<file path="src/rtl/wrla_pkg.sv">
// Package for the weighted region luma average unit.
// Holds command codes, register indexes, luma coefficients and the queue entry type.
// No dependencies.
package wrla_pkg;

  typedef enum logic [1:0] {
    CMD_PIXEL     = 2'd0,
    CMD_TABLE_WR  = 2'd1,
    CMD_FRAME_END = 2'd2,
    CMD_NONE      = 2'd3
  } cmd_t;

  localparam logic [2:0] REG_CENTRE_X = 3'd0;
  localparam logic [2:0] REG_CENTRE_Y = 3'd1;
  localparam logic [2:0] REG_COUNT    = 3'd2;
  localparam logic [2:0] REG_REGION0  = 3'd3;

  localparam logic [15:0] LUMA_KR = 16'd13933;
  localparam logic [15:0] LUMA_KG = 16'd46871;
  localparam logic [15:0] LUMA_KB = 16'd4732;

  // One classified item as handed from the front to the back.
  typedef struct packed {
    cmd_t        cmd;
    logic [15:0] weight;
    logic [7:0]  red;
    logic [7:0]  green;
    logic [7:0]  blue;
    logic [7:0]  tidx;
    logic [15:0] tval;
  } item_t;

endpackage

</file>
<file path="src/rtl/wrla_queue.sv">
// Short queue between the front and back ends.
// Depends on wrla_pkg.
module wrla_queue (
  input  logic            clk,
  input  logic            rst_n,
  input  logic            wr_valid,
  input  wrla_pkg::item_t wr_item,
  output logic            full,
  output logic            rd_valid,
  output wrla_pkg::item_t rd_item,
  input  logic            rd_take
);
  import wrla_pkg::*;

  item_t      mem_r [4];
  logic [1:0] wp_r, rp_r;
  logic [2:0] cnt_r;

  assign full     = cnt_r == 3'd4;
  assign rd_valid = cnt_r != 3'd0;
  assign rd_item  = mem_r[rp_r];

  always_ff @(posedge clk) begin
    if (wr_valid) mem_r[wp_r] <= wr_item;
    if (!rst_n) begin
      wp_r <= '0; rp_r <= '0; cnt_r <= '0;
    end else begin
      if (wr_valid) wp_r <= wp_r + 2'd1;
      if (rd_take)  rp_r <= rp_r + 2'd1;
      cnt_r <= cnt_r + {2'd0, wr_valid} - {2'd0, rd_take};
    end
  end
endmodule

</file>
<file path="config.mk">
export PLATFORM = sky130hd
export DESIGN_NAME = wrla_queue
export DESIGN_NICKNAME = d
export VERILOG_FILES = /design/src/rtl/wrla_pkg.sv /design/src/rtl/wrla_queue.sv
export SDC_FILE = /design/constraint.sdc
export NUM_CORES = 1
export LEC_CHECK = 0
export BUFFER_PORTS_ARGS = -buffer_cell sky130_fd_sc_hd__buf_2
export CELL_PAD_IN_SITES_DETAIL_PLACEMENT = 0
export CELL_PAD_IN_SITES_GLOBAL_PLACEMENT = 1
export CORE_ASPECT_RATIO = 2
export CORE_MARGIN = 2
export CORE_UTILIZATION = 50
export DETAILED_ROUTE_END_ITERATION = 7
export PLACE_DENSITY = 0.76
export SLEW_MARGIN = 40
export SYNTH_ARGS = -nofsm -noshare
export SYNTH_HDL_FRONTEND = slang
export SYNTH_SLANG_ARGS = --single-unit
export TNS_END_PERCENT = 100
</file>
<file path="constraint.sdc">
create_clock -name clk -period 3 [get_ports clk]
set_input_delay 0.15 -clock clk [delete_from_list [all_inputs] [get_ports clk]]
set_output_delay 0.15 -clock clk [all_outputs]
set_load 0.01 [all_outputs]
</file>
; ---- Word level (Yosys, flattened, before mapping)
; Memory sizes are Yosys's and may differ from the RTL's. A register that Yosys moved wholly into a read port is not among the register bits.
; Cells that the tools add are included.
[totals]
register_bits = 7
word_cells = 14
mem_bits_rw = 264
mem_bits_ro = 0
output_inout_bits = 68
memories = 1
input_bits = 70
latch_bits = 0
[memory_table]
columns = name, words, width, rd, rd_ports_with_merged_regs, wr, line_no
row1 = mem_r, 4, 66, 1, 1, 1, wrla_queue.sv:15  ; item_t mem_r [4];
[classes]
n_mul = 0
n_shift = 0
muxes = 4
div = 0
eq_ne = 1
bitwise = 0
n_reduce_logical = 1
addsub = 4
magnitude_cmp = 0
[ops]
columns = op, n
row1 = $add A2 B1 Y2 const B, 2
row2 = $mux W2, 2
row3 = $add A3 B1 Y3, 1
row4 = $eq A3 B3 Y1 const B, 1
row5 = $reduce_bool A3 Y1, 1
row6 = $sub A3 B1 Y3, 1
row7 = $mux W1, 2

; ---- Longest topological paths before layout
[depth]
depth_word = 3
depth_mapped = 7
depth_no_buf = 7

; ---- Worst setup path before layout
; Ideal clock, no wire load.
[synth_path]
path_type = register to register
from = register wp_r[0]
to = memory mem_r[0][0] (netlist bit) (enable)
required_time_ns = 2.569
setup_ns = 0.431
slack_ns = 0.477
path_buffers = 0
path_stages_with_launch = 4
arrival_time_ns = 2.093
period_less_slack_ns = 2.523
path_cell_list = dfxtp_1 > inv_1 > ha_1 > and2_1
[synth_rtl]
columns = element, line_no
row1 = from (decl), wrla_queue.sv:16  ; logic [1:0] wp_r, rp_r;
row2 = from (signal assigned), wrla_queue.sv:28  ; if (wr_valid) wp_r <= wp_r + 2'd1;
row3 = to (decl), wrla_queue.sv:15
; No word-level cell before the write port.

==> run summary <==
Status - finished clean
Post-synthesis area per instance - 25.7 µm²
Xor-xnor portion of the synthesized cell area - 0.00414
TritonCTS clock tree - yes
Std cell rows - 73
Count of endpoints failing hold in the final timing report - 0
Syn Nets - 464
Slew at the pin closest to its max-slew limit - 0.633 ns
Count of yosys warnings during synthesis - 0
Slack of the worst reg-to-reg path - 1.16 ns
Total I/O pin count - 138
Source-to-sink clock delay at the later pin of the worst-skew pair - 0.52 ns
Fin crit share - 0.796
Register clock-pin slew on the reported worst setup and hold paths - 0.07 ns
Placeable core region - 19700 µm²
Largest fanout of any net on the critical path - 25
Destination of the worst hold path - wp_r[0]$_SDFFE_PN0P_
Number of antenna violations at the first check in global routing - 0
Initial Util - 0.505
Number of max-cap violations - 0
Chip Width - 104 µm
Floorplan die height - 204 µm
Mux contribution to synthesized area - 0.150
Fraction of the mapped netlist area in compound gates - 0.00151
Endpoints failing setup - 0
H-Tree Level Count - 1
Cell depth of the worst flop-to-flop path - 4
Final period demand of the worst path - 2.39 ns
Crit path arrival time - 2.24 ns
Type of element launching the critical path - flop
Via total after detailed routing - 4724
Detailed-route wire length - 18.6 mm
Count of unresolved DRC violations after routing - 0
Count of port buffers added during placement - 137
Number of different library cells in the post-synthesis netlist - 20
Critical register-to-register path startpoint - wp_r[0]$_SDFFE_PN0P_
Maximum frequency from static timing analysis - 419 MHz
Number of cells on the worst hold path - 3
Leak pwr - 0.00427 µW
Crit path required time - 2.85 ns
Post-synthesis share of cell area spent on full adders, half adders and majority gates - 0.00955
Number of diodes added for antenna fixing - 0
Clock tree buffer depth - 3
Post-synthesis sequential area ratio - 0.814
# nets final - 691
Kind of critical path - reg -> out
Synthesized netlist cell count - 387
Filler-free cell count of the finished design - 893
Count of TritonRoute iterations in the first routing pass - 4
Areal power density over the cells - 665 nW/µm²
First-pass GRT wire length - 28.8 mm
Launch instance of the worst min-delay path - wr_valid
P&R area growth vs syn - 25.0%
Antenna Violating Nets Remaining - 0
Path type of the worst min-delay path - in -> reg
Final slew viol count - 0
Normalized max-slew margin - 0.578
Fraction of layout cells with a size suffix above 1 - 0.412
Overflow after GRT - 0
Seq. cell area - 8120 µm²
Drt via density - 5.29
Tot GR Track Use - 0.179
Synth Area in Simple Gates - 0.00766
Total Negative Setup Slacks - 0 ns
Register bit total from synthesis - 273
Average detailed-routed wire length per instance - 20.8 µm
Multi-input logic area - 1730 µm²
Total clock buffers created by CTS - 23
Worst reg2reg path endpoint - mem_r[0][56]$_DFFE_PP_
Die Footprint - 21100 µm²
Vias in the first global route - 5329
First DRT Iteration DRCs - 201
Largest family of logic cells by synthesized area - multiplexers
Setup clock skew after layout - 0.0151 ns
Largest net degree at the start of global routing - 48
Setup repair after global routing missed its margin - no
Routability cong. - 0.694
Total of fill cells in the finished design - 1390
Post-synthesis cell area - 9960 µm²
Detailed placer's ending HPWL - 11.7 mm
CTS Root Cell - sky130_fd_sc_hd__clkbuf_16
Placed Cells - 783
Maximum VDD drop - 0.545 mV
Endpoint class of the critical path - primary output
Sink Count - 273
-- per-stage QoR --
stage	power [µW]	worst slack [ns]	hold WS, ns	util	cell area [µm²]
floorplan	5000	0.477	0.249	-	9960
global placement	5320	1.08	0.360	0.558	11000
detailed placement	5350	1.06	0.366	0.558	11000
CTS	8380	0.498	0.0159	0.631	12500
global route	8570	0.448	0.0864	0.631	12500
finish	8290	0.612	0.0246	0.631	12500
-- cells in the mapped netlist --
master	n	area share
sky130_fd_sc_hd__xor3_1	1	0.0024
sky130_fd_sc_hd__mux2i_1	1	0.0010
sky130_fd_sc_hd__buf_4	2	0.0015
sky130_fd_sc_hd__or3_1	1	0.00063
sky130_fd_sc_hd__edfxtp_1	264	0.80
sky130_fd_sc_hd__a21bo_2	1	0.0010
sky130_fd_sc_hd__mux4_2	66	0.15
sky130_fd_sc_hd__and3_1	1	0.00063
sky130_fd_sc_hd__xnor2_1	2	0.0018
sky130_fd_sc_hd__ha_1	6	0.0075
sky130_fd_sc_hd__clkbuf_1	2	0.00075
sky130_fd_sc_hd__buf_6	5	0.0057
sky130_fd_sc_hd__inv_1	7	0.0026
sky130_fd_sc_hd__buf_2	5	0.0025
sky130_fd_sc_hd__nand3b_1	1	0.00075
sky130_fd_sc_hd__nor2_1	5	0.0019
sky130_fd_sc_hd__a21oi_1	1	0.00050
sky130_fd_sc_hd__fa_1	1	0.0020
sky130_fd_sc_hd__and2_1	6	0.0038
sky130_fd_sc_hd__dfxtp_1	9	0.018
-- metal layers --
layer / share of wire / global-route usage / up-vias
li1: - / - / 2095
met1: 0.35 / 0.190 / 2447
met2: 0.58 / 0.347 / 148
met3: 0.045 / 0.0300 / 34
met4: 0.031 / 0.0724 / 0
met5: 0 / 0 / -
-- critical path, cell delays in order, from the launching register on --
cell and delay, ns:
sky130_fd_sc_hd__dfxtp_4 0.69, sky130_fd_sc_hd__buf_12 0.29, sky130_fd_sc_hd__mux4_2 0.56, sky130_fd_sc_hd__buf_2 0.16
-- how the worst max path moves through the flow --
| stage | endpoint | slack, ns | from |
|---|---|---|---|
| 6_report | rd_item[59] | 0.61 | flop |
| 5_1_grt | rd_item[59] | 0.45 | flop |
| 4_1_cts | rd_item[59] | 0.50 | flop |
| 2_1_floorplan | mem_r[0][0]$_DFFE_PP_ | 0.48 | wp_r[0]$_SDFFE_PN0P_ |
| 3_3_place_gp | rd_item[59] | 1.08 | flop |
| 3_5_place_dp | rd_item[59] | 1.06 | flop |
-- logic make-up after synthesis --
group	count (synthesis)
muxes	67
AOI/OAI and AO/OA	2
DFF	273
xor gates and xnor gates	3
buffers and inverters	21
and+or+nand+nor	14
adders and majority gates	7
-- state kept, by name, indices dropped and copies added, names as in the netlist, named ones only --
register / cells
cnt_r: 3
rp_r: 2
wp_r: 2
mem_r: 264
-- placed cells by master, fill, tap and decap left out, types with 2 or more instances in the layout --
master / n
sky130_fd_sc_hd__dlygate4sd3_1: 68
sky130_fd_sc_hd__bufinv_16: 3
sky130_fd_sc_hd__buf_2: 137
sky130_fd_sc_hd__and2_1: 2
sky130_fd_sc_hd__clkinvlp_4: 3
sky130_fd_sc_hd__clkinv_1: 3
sky130_fd_sc_hd__buf_12: 3
sky130_fd_sc_hd__inv_6: 2
sky130_fd_sc_hd__dfxtp_4: 2
sky130_fd_sc_hd__mux4_2: 66
sky130_fd_sc_hd__dfxtp_1: 7
sky130_fd_sc_hd__clkinv_2: 7
sky130_fd_sc_hd__and2_4: 4
sky130_fd_sc_hd__clkbuf_16: 23
sky130_fd_sc_hd__inv_1: 7
sky130_fd_sc_hd__ha_1: 6
sky130_fd_sc_hd__xnor2_1: 2
sky130_fd_sc_hd__buf_4: 8
sky130_fd_sc_hd__edfxtp_1: 264
sky130_fd_sc_hd__nor2_1: 5
-- power by group --
group	switching, µW	total, µW	internal, µW
Clock	1290	2970	1680
Combinational	419	863	444
Sequential	77.5	4460	4380
-- what timing repair did --
action / in CTS / in global routing
endpoints found under the hold margin: 270 / 0
hold buffers: 68 / 0
buffers inserted: 0 / 0
gates resized for setup: 0 / 0
-- area by class of cell --
type	count	share of cell area
clock inverters	19	0.0149
flip-flops and latches	273	0.652
clock buffers	23	0.0462
multi-input cells	93	0.139
inverters	7	0.00211
repair buffers	216	0.119
well taps	262	0.0263
Power figures use the tool's default switching activity.
