==> config.mk <==
export PLATFORM = sky130hd
export DESIGN_NAME = wrla_front
export DESIGN_NICKNAME = d
export VERILOG_FILES = /design/src/rtl/wrla_pkg.sv /design/src/rtl/wrla_front.sv
export SDC_FILE = /design/constraint.sdc
export NUM_CORES = 1
export LEC_CHECK = 0
export BUFFER_PORTS_ARGS = -buffer_cell sky130_fd_sc_hd__clkbuf_2
export CORE_AREA = 2 2 168 170
export DETAILED_ROUTE_END_ITERATION = 10
export DIE_AREA = 0 0 170 172
export SYNTH_ARGS = -nofsm -noshare
export SYNTH_HDL_FRONTEND = slang
export SYNTH_SLANG_ARGS = --single-unit
==> constraint.sdc <==
create_clock -name vclk -period 7.5
set_input_delay 1.125 -clock vclk [all_inputs]
set_output_delay 1.125 -clock vclk [all_outputs]
set_load 0.03 [all_outputs]
==> src/rtl/wrla_pkg.sv <==
// Package for the weighted region luma average unit.
// Holds command codes, register indexes, luma coefficients and the queue entry type.
// No dependencies.
package wrla_pkg;

  typedef enum logic [1:0] {
    CMD_PIXEL     = 2'd0,
    CMD_TABLE_WR  = 2'd1,
    CMD_FRAME_END = 2'd2,
    CMD_NONE      = 2'd3
  } cmd_t;

  localparam logic [2:0] REG_CENTRE_X = 3'd0;
  localparam logic [2:0] REG_CENTRE_Y = 3'd1;
  localparam logic [2:0] REG_COUNT    = 3'd2;
  localparam logic [2:0] REG_REGION0  = 3'd3;

  localparam logic [15:0] LUMA_KR = 16'd13933;
  localparam logic [15:0] LUMA_KG = 16'd46871;
  localparam logic [15:0] LUMA_KB = 16'd4732;

  // One classified item as handed from the front to the back.
  typedef struct packed {
    cmd_t        cmd;
    logic [15:0] weight;
    logic [7:0]  red;
    logic [7:0]  green;
    logic [7:0]  blue;
    logic [7:0]  tidx;
    logic [15:0] tval;
  } item_t;

endpackage

==> src/rtl/wrla_front.sv <==
// Front end: accepts items, looks up pixel region weights, drops zero-weight pixels and CMD_NONE.
// Depends on wrla_pkg.
module wrla_front #(
  parameter int NUM_REGIONS = 4
) (
  input  logic                 clk,
  input  logic                 rst_n,
  input  logic                 in_valid,
  output logic                 in_stall,
  input  logic [1:0]           in_command,
  input  logic [11:0]          in_pixel_x,
  input  logic [11:0]          in_pixel_y,
  input  logic [7:0]           in_red,
  input  logic [7:0]           in_green,
  input  logic [7:0]           in_blue,
  input  logic [7:0]           in_table_index,
  input  logic [15:0]          in_table_value,
  input  logic [11:0]          centre_x,
  input  logic [11:0]          centre_y,
  input  logic [2:0]           region_count,
  input  logic [NUM_REGIONS*64-1:0] regions,
  output logic                 q_valid,
  output wrla_pkg::item_t      q_item,
  input  logic                 q_full
);
  import wrla_pkg::*;

  logic [15:0] weight;
  logic        found;
  logic signed [12:0] dx, dy;
  logic [3:0]  cnt;
  item_t       it;

  assign in_stall = q_full;
  assign dx = $signed({1'b0, in_pixel_x}) - $signed({1'b0, centre_x});
  assign dy = $signed({1'b0, in_pixel_y}) - $signed({1'b0, centre_y});
  assign cnt = ({1'b0, region_count} > 4'(NUM_REGIONS)) ? 4'(NUM_REGIONS)
                                                       : {1'b0, region_count};

  always_comb begin
    weight = '0;
    found  = 1'b0;
    for (int k = 0; k < NUM_REGIONS; k++) begin
      if (!found && 4'(k) < cnt &&
          dx >= -$signed({1'b0, regions[k*64 +: 12]}) &&
          dx <= $signed({1'b0, regions[k*64+12 +: 12]}) &&
          dy >= -$signed({1'b0, regions[k*64+24 +: 12]}) &&
          dy <= $signed({1'b0, regions[k*64+36 +: 12]})) begin
        found  = 1'b1;
        weight = regions[k*64+48 +: 16];
      end
    end
  end

  always_comb begin
    it.cmd    = cmd_t'(in_command);
    it.weight = weight;
    it.red    = in_red;
    it.green  = in_green;
    it.blue   = in_blue;
    it.tidx   = in_table_index;
    it.tval   = in_table_value;
  end

  assign q_item = it;
  // Zero-weight pixels and unknown commands are dropped here.
  assign q_valid = in_valid && !q_full &&
                   ((it.cmd == CMD_PIXEL && weight != 16'd0) ||
                    it.cmd == CMD_TABLE_WR || it.cmd == CMD_FRAME_END);

  logic unused;
  assign unused = clk ^ rst_n;
endmodule

* Word level (Yosys, flattened, before mapping)
Cells that the tools add are included.
** Word-level totals
- Flip-flop bits (word level) :: 0
- Latch bits :: 0
- Bits in writable memories :: 0
- Bits in read-only memories :: 0
- Input port bits :: 361
- Output and inout port bits :: 68
- Word-level logic and storage cells :: 71
- Memories :: 0
** Cells by class
- Add/subtract/negate cells :: 10
- $mul :: 0
- Divide/modulo/power cells :: 0
- $lt $le $gt $ge :: 21
- Equality and inequality tests :: 2
- Shift-type cells :: 0
- Mux-type cells :: 8
- Bitwise logic cells :: 0
- Reduce and logical (&&, ||, !) cells :: 30
** Operators with widths (number)
- >= comparator 13 bit :: 8
- <= comparator 13 bit :: 8
- negator 12 -> 13 bit :: 8
- 2-to-1 mux 16 bit :: 4
- subtractor 12 x 12 -> 13 bit :: 2
- logical AND 1 bit :: 22
- nonzero test 16 bit :: 1
- < comparator 1 x 3 -> 1 bit, first input constant :: 2
- < comparator 2 x 3 -> 1 bit, first input constant :: 2
- logical NOT 1 bit :: 4
- > comparator 3 bit, second input constant :: 1
- 2-to-1 mux 1 bit :: 3
- 2-to-1 mux 3 bit :: 1
- == test 2 x 1 -> 1 bit, second input constant :: 1
- == test 2 bit, second input constant :: 1
- logical NOT 2 bit :: 1
- logical OR 1 bit :: 2

* Logic depth before layout (Yosys ltp)
- Depth after elaboration :: 34
- Mapped depth :: 29
- Gate-level depth less buffers :: 27

* Worst setup path before layout
No wires, ideal clock.
- Path type :: input -> output
- Start point :: input centre_x[1]
- End point :: output q_valid
- Data arrival time :: 6.953 ns
- Required time :: 6.375 ns
- Setup slack :: -0.578 ns
- Cell stages on the path :: 27
- Cell sequence :: inv_1 -> ha_1 -> nor2b_1 -> o21ai_0 -> a21boi_0 -> o21ai_0 -> a21boi_0 -> o21ai_0 -> nand2b_1 -> a21o_1 -> a21o_1 -> a21o_1 -> a21oi_1 -> xnor2_1 -> ha_1 -> nand4_1 -> or3_1 -> o21ai_0 -> a211oi_1 -> a221oi_2 -> a31oi_1 -> or4_4 -> nor2_1 -> a22oi_1 -> a222oi_1 -> and4b_1 -> a31oi_1
** RTL lines
- start, declared :: RTL line wrla_front.sv:18 : input logic [11:0] centre_x,
- end, declared :: RTL line wrla_front.sv:22 : output logic q_valid,

* Worst setup path after layout
- Start point :: input centre_x[1]
- End point :: output q_valid
** On the way
- Cells in the longest elaborated chain, start to end :: 33
- Elaborated cells on any way between the ends :: 43
** RTL lines
- subtractor 12 x 12 -> 13 bit (*) :: RTL line wrla_front.sv:35 : assign dx = $signed({1'b0, in_pixel_x}) - $signed({1'b0, centre_x});
- >= comparator 13 bit :: RTL line wrla_front.sv:45 : dx >= -$signed({1'b0, regions[k*64 +: 12]}) &&
- logical AND 1 bit :: RTL line wrla_front.sv:44 : if (!found && 4'(k) < cnt &&
- logical AND 1 bit :: RTL line wrla_front.sv:45
- logical AND 1 bit :: RTL line wrla_front.sv:46 : dx <= $signed({1'b0, regions[k*64+12 +: 12]}) &&
- logical AND 1 bit :: RTL line wrla_front.sv:47 : dy >= -$signed({1'b0, regions[k*64+24 +: 12]}) &&
- 2-to-1 mux 1 bit :: RTL line wrla_front.sv:44
- logical NOT 1 bit :: RTL line wrla_front.sv:44
- [... 17 more ...]
- logical AND 1 bit :: RTL line wrla_front.sv:46
- logical AND 1 bit :: RTL line wrla_front.sv:47
- 2-to-1 mux 16 bit (*) :: RTL line wrla_front.sv:44
- nonzero test 16 bit (*) :: RTL line wrla_front.sv:68 : ((it.cmd == CMD_PIXEL && weight != 16'd0) ||
- logical AND 1 bit (*) :: RTL line wrla_front.sv:68
- logical OR 1 bit (*) :: RTL line wrla_front.sv:68
- logical OR 1 bit (*) :: RTL line wrla_front.sv:69 : it.cmd == CMD_TABLE_WR || it.cmd == CMD_FRAME_END);
- logical AND 1 bit (*) :: RTL line wrla_front.sv:67 : assign q_valid = in_valid && !q_full &&
Mark *: on every way between the ends. The rest lies on a longest branch, timed or not.

==> qor.yml <==
worstSetupStartpoint: "centre_x[1]"
viasPerCell: 5.13
drt_iter0_drc: 447
ios: 429
cp-start-kind: "input port"
syn-cell-area_mm2: 0.00835
synthDominantCellAreaShare_pct: 33.9
routabilityCongestion: 0.905
min_from: "in_table_value[10]"
hold_depth: 0
critPathMaxFanout: 7
cp.depth: 29
die-area_mm2: 0.0292
final_cell_count_no_fill: 1921
vias: 9858
max_stage_delay_ns: 0.49
dr.pass1.iters: 6
routed_wl_um: 31200
peakVddDrop_uv: 64.8
dpl.hpwl_um: 27200
syn_area_per_cell_um2: 7.16
min_period_ns: 7.63
grt_pass1_vias: 9374
leakagePower_nw: 6.32
core_area_mm2: 0.0275
ys_types: 73
status: "finished with violations"
synth_top_cell_by_area: "ha_1"
synth_seq_area_share_pct: 0
overflow: 0
holdBufCountCts: 0
drc: 0
relSlewSlack_pct: 56.6
place_ws_ns: -0.528
wl_per_cell_um: 16.2
nClkBuffers: 0
fillers: 2876
cpMostUsedCell: "buf_4"
yosysWarnings: 0
final.period_utilization_pct: 102
path_buf_inv: 6
max_cap_viol_count: 0
rsz0062_at_grt: "true"
mostFrequentLayoutCells: "323 x clkbuf_2, 222 x ha_1, 169 x inv_1, 123 x buf_4, 89 x nor2_1"
synth_area_leaders: "ha_1 34%, inv_1 7.6%, xor2_1 6.0%"
worstSetupEndpointType: "output port"
final_common_cell: "clkbuf_2"
power_density_mw_per_mm2: 142
area_delta_synth_final_pct: 38.3
grt_pass1_wl_um: 46800
fmax_mhz: 131
cpMaxStageDelayCell: "xor2_2"
final_util_pct: 42.0
dp_cells: 1893
finalMaxSlewViolations: 0
ant_nets: 0
dieWidth_um: 170
layout-drive-gt1-share_pct: 34.2
path_class: "input port to output port"
initial_core_util_pct: 30.4
arrival_ns: 6.50
design.seq.count: 0
num_rows: 61
antenna_found_initial: 1
seqCellArea_um2: 0
fp.dieH_um: 172
required_ns: 6.38
multi_input_area_mm2: 0.00766
fin_nets: 2165
hp-class: "input port to output port"
grt_usage_pct: 20.0
synth_nets: 1755
violations: "negative setup slack"
hold_viol_final: 0
final-setup-viol-count: 1
cp_top_family: "compound AO/OA/AOI/OAI gates"
port_buffers: 331
tightest_slew_ns: 0.644
setup_slack_ns: -0.128
hold_slack_ns: 2.25
crit_end: "q_valid"
grt_start_max_net_pins: 19
postSynthCellCount: 1166
routing by layer:
layer	share of wire, %	vias to the layer above	GRT usage, %
li1	-	4987	-
met1	45	4441	26.9
met2	46	386	34.5
met3	6.9	44	2.40
met4	1.9	0	3.64
met5	0	-	0
worst min path at each step:
stage	to	slack (ns)
2_1_floorplan	in_stall	2.38
3_3_place_gp	q_item[15]	2.25
3_5_place_dp	q_item[15]	2.25
4_1_cts	q_item[15]	2.25
5_1_grt	q_item[22]	2.25
6_report	q_item[10]	2.25
where the power goes:
| group | internal [W] | leakage (nW) | switching (W) |
|---|---|---|---|
| Sequential | 0 | 0 | 0 |
| Combinational | 0.000768 | 6.32 | 0.000865 |
| Clock | 0.0000000000178 | 0.00000634 | 0 |
cell type report:
class	count	share of cell area (%)
repair buffers	465	24.2
inverters	171	5.62
diodes	1	0.0217
well taps	346	3.75
multi-input cells	938	66.4
kinds of logic after synthesis:
logic type / share of synthesized area [%]
AO/OA/AOI/OAI: 20.3
buffers and inverters: 12.6
adder cells (fa/ha/maj): 34.6
XOR/XNOR: 9.24
AND/OR/NAND/NOR: 23.3
per-stage QoR:
step                      TNS [ns]  instance area, µm²  total power (W)
final                       -0.128               11500          0.00163
after global routing        -0.582               11500          0.00181
after CTS                   -0.104               11200          0.00152
after detailed placement     -1.16               10900          0.00146
after global placement      -0.603               10900          0.00143
after floorplan                  0                8420         0.000902
repair_timing:
action                                  in CTS  in global routing
pin swaps                                   18                 44
gates resized for setup                     31                 72
setup buffers                               14                 15
endpoints found under the hold margin        0                  0
endpoints found under the setup margin      11                 17
synthesized netlist by cell type (5+ instances only):
master / n
a22o_1: 7
o21bai_1: 5
o21ai_0: 44
a21boi_0: 7
a21oi_1: 67
a211oi_1: 10
xnor2_1: 31
or4_1: 13
a222oi_1: 6
o31ai_1: 6
nor4_1: 17
nand3b_1: 10
inv_1: 170
or2_2: 5
o211ai_1: 8
nand3_1: 28
nand4_1: 26
or3_1: 9
buf_4: 51
a31oi_1: 6
nand2_1: 74
ha_1: 226
nor2b_1: 16
nand2b_1: 20
xor2_1: 57
o21a_1: 9
nor3_1: 47
a221o_1: 8
o311ai_0: 5
a21o_1: 11
nor2_1: 90
Note: power is estimated with default switching activity, not from simulation.
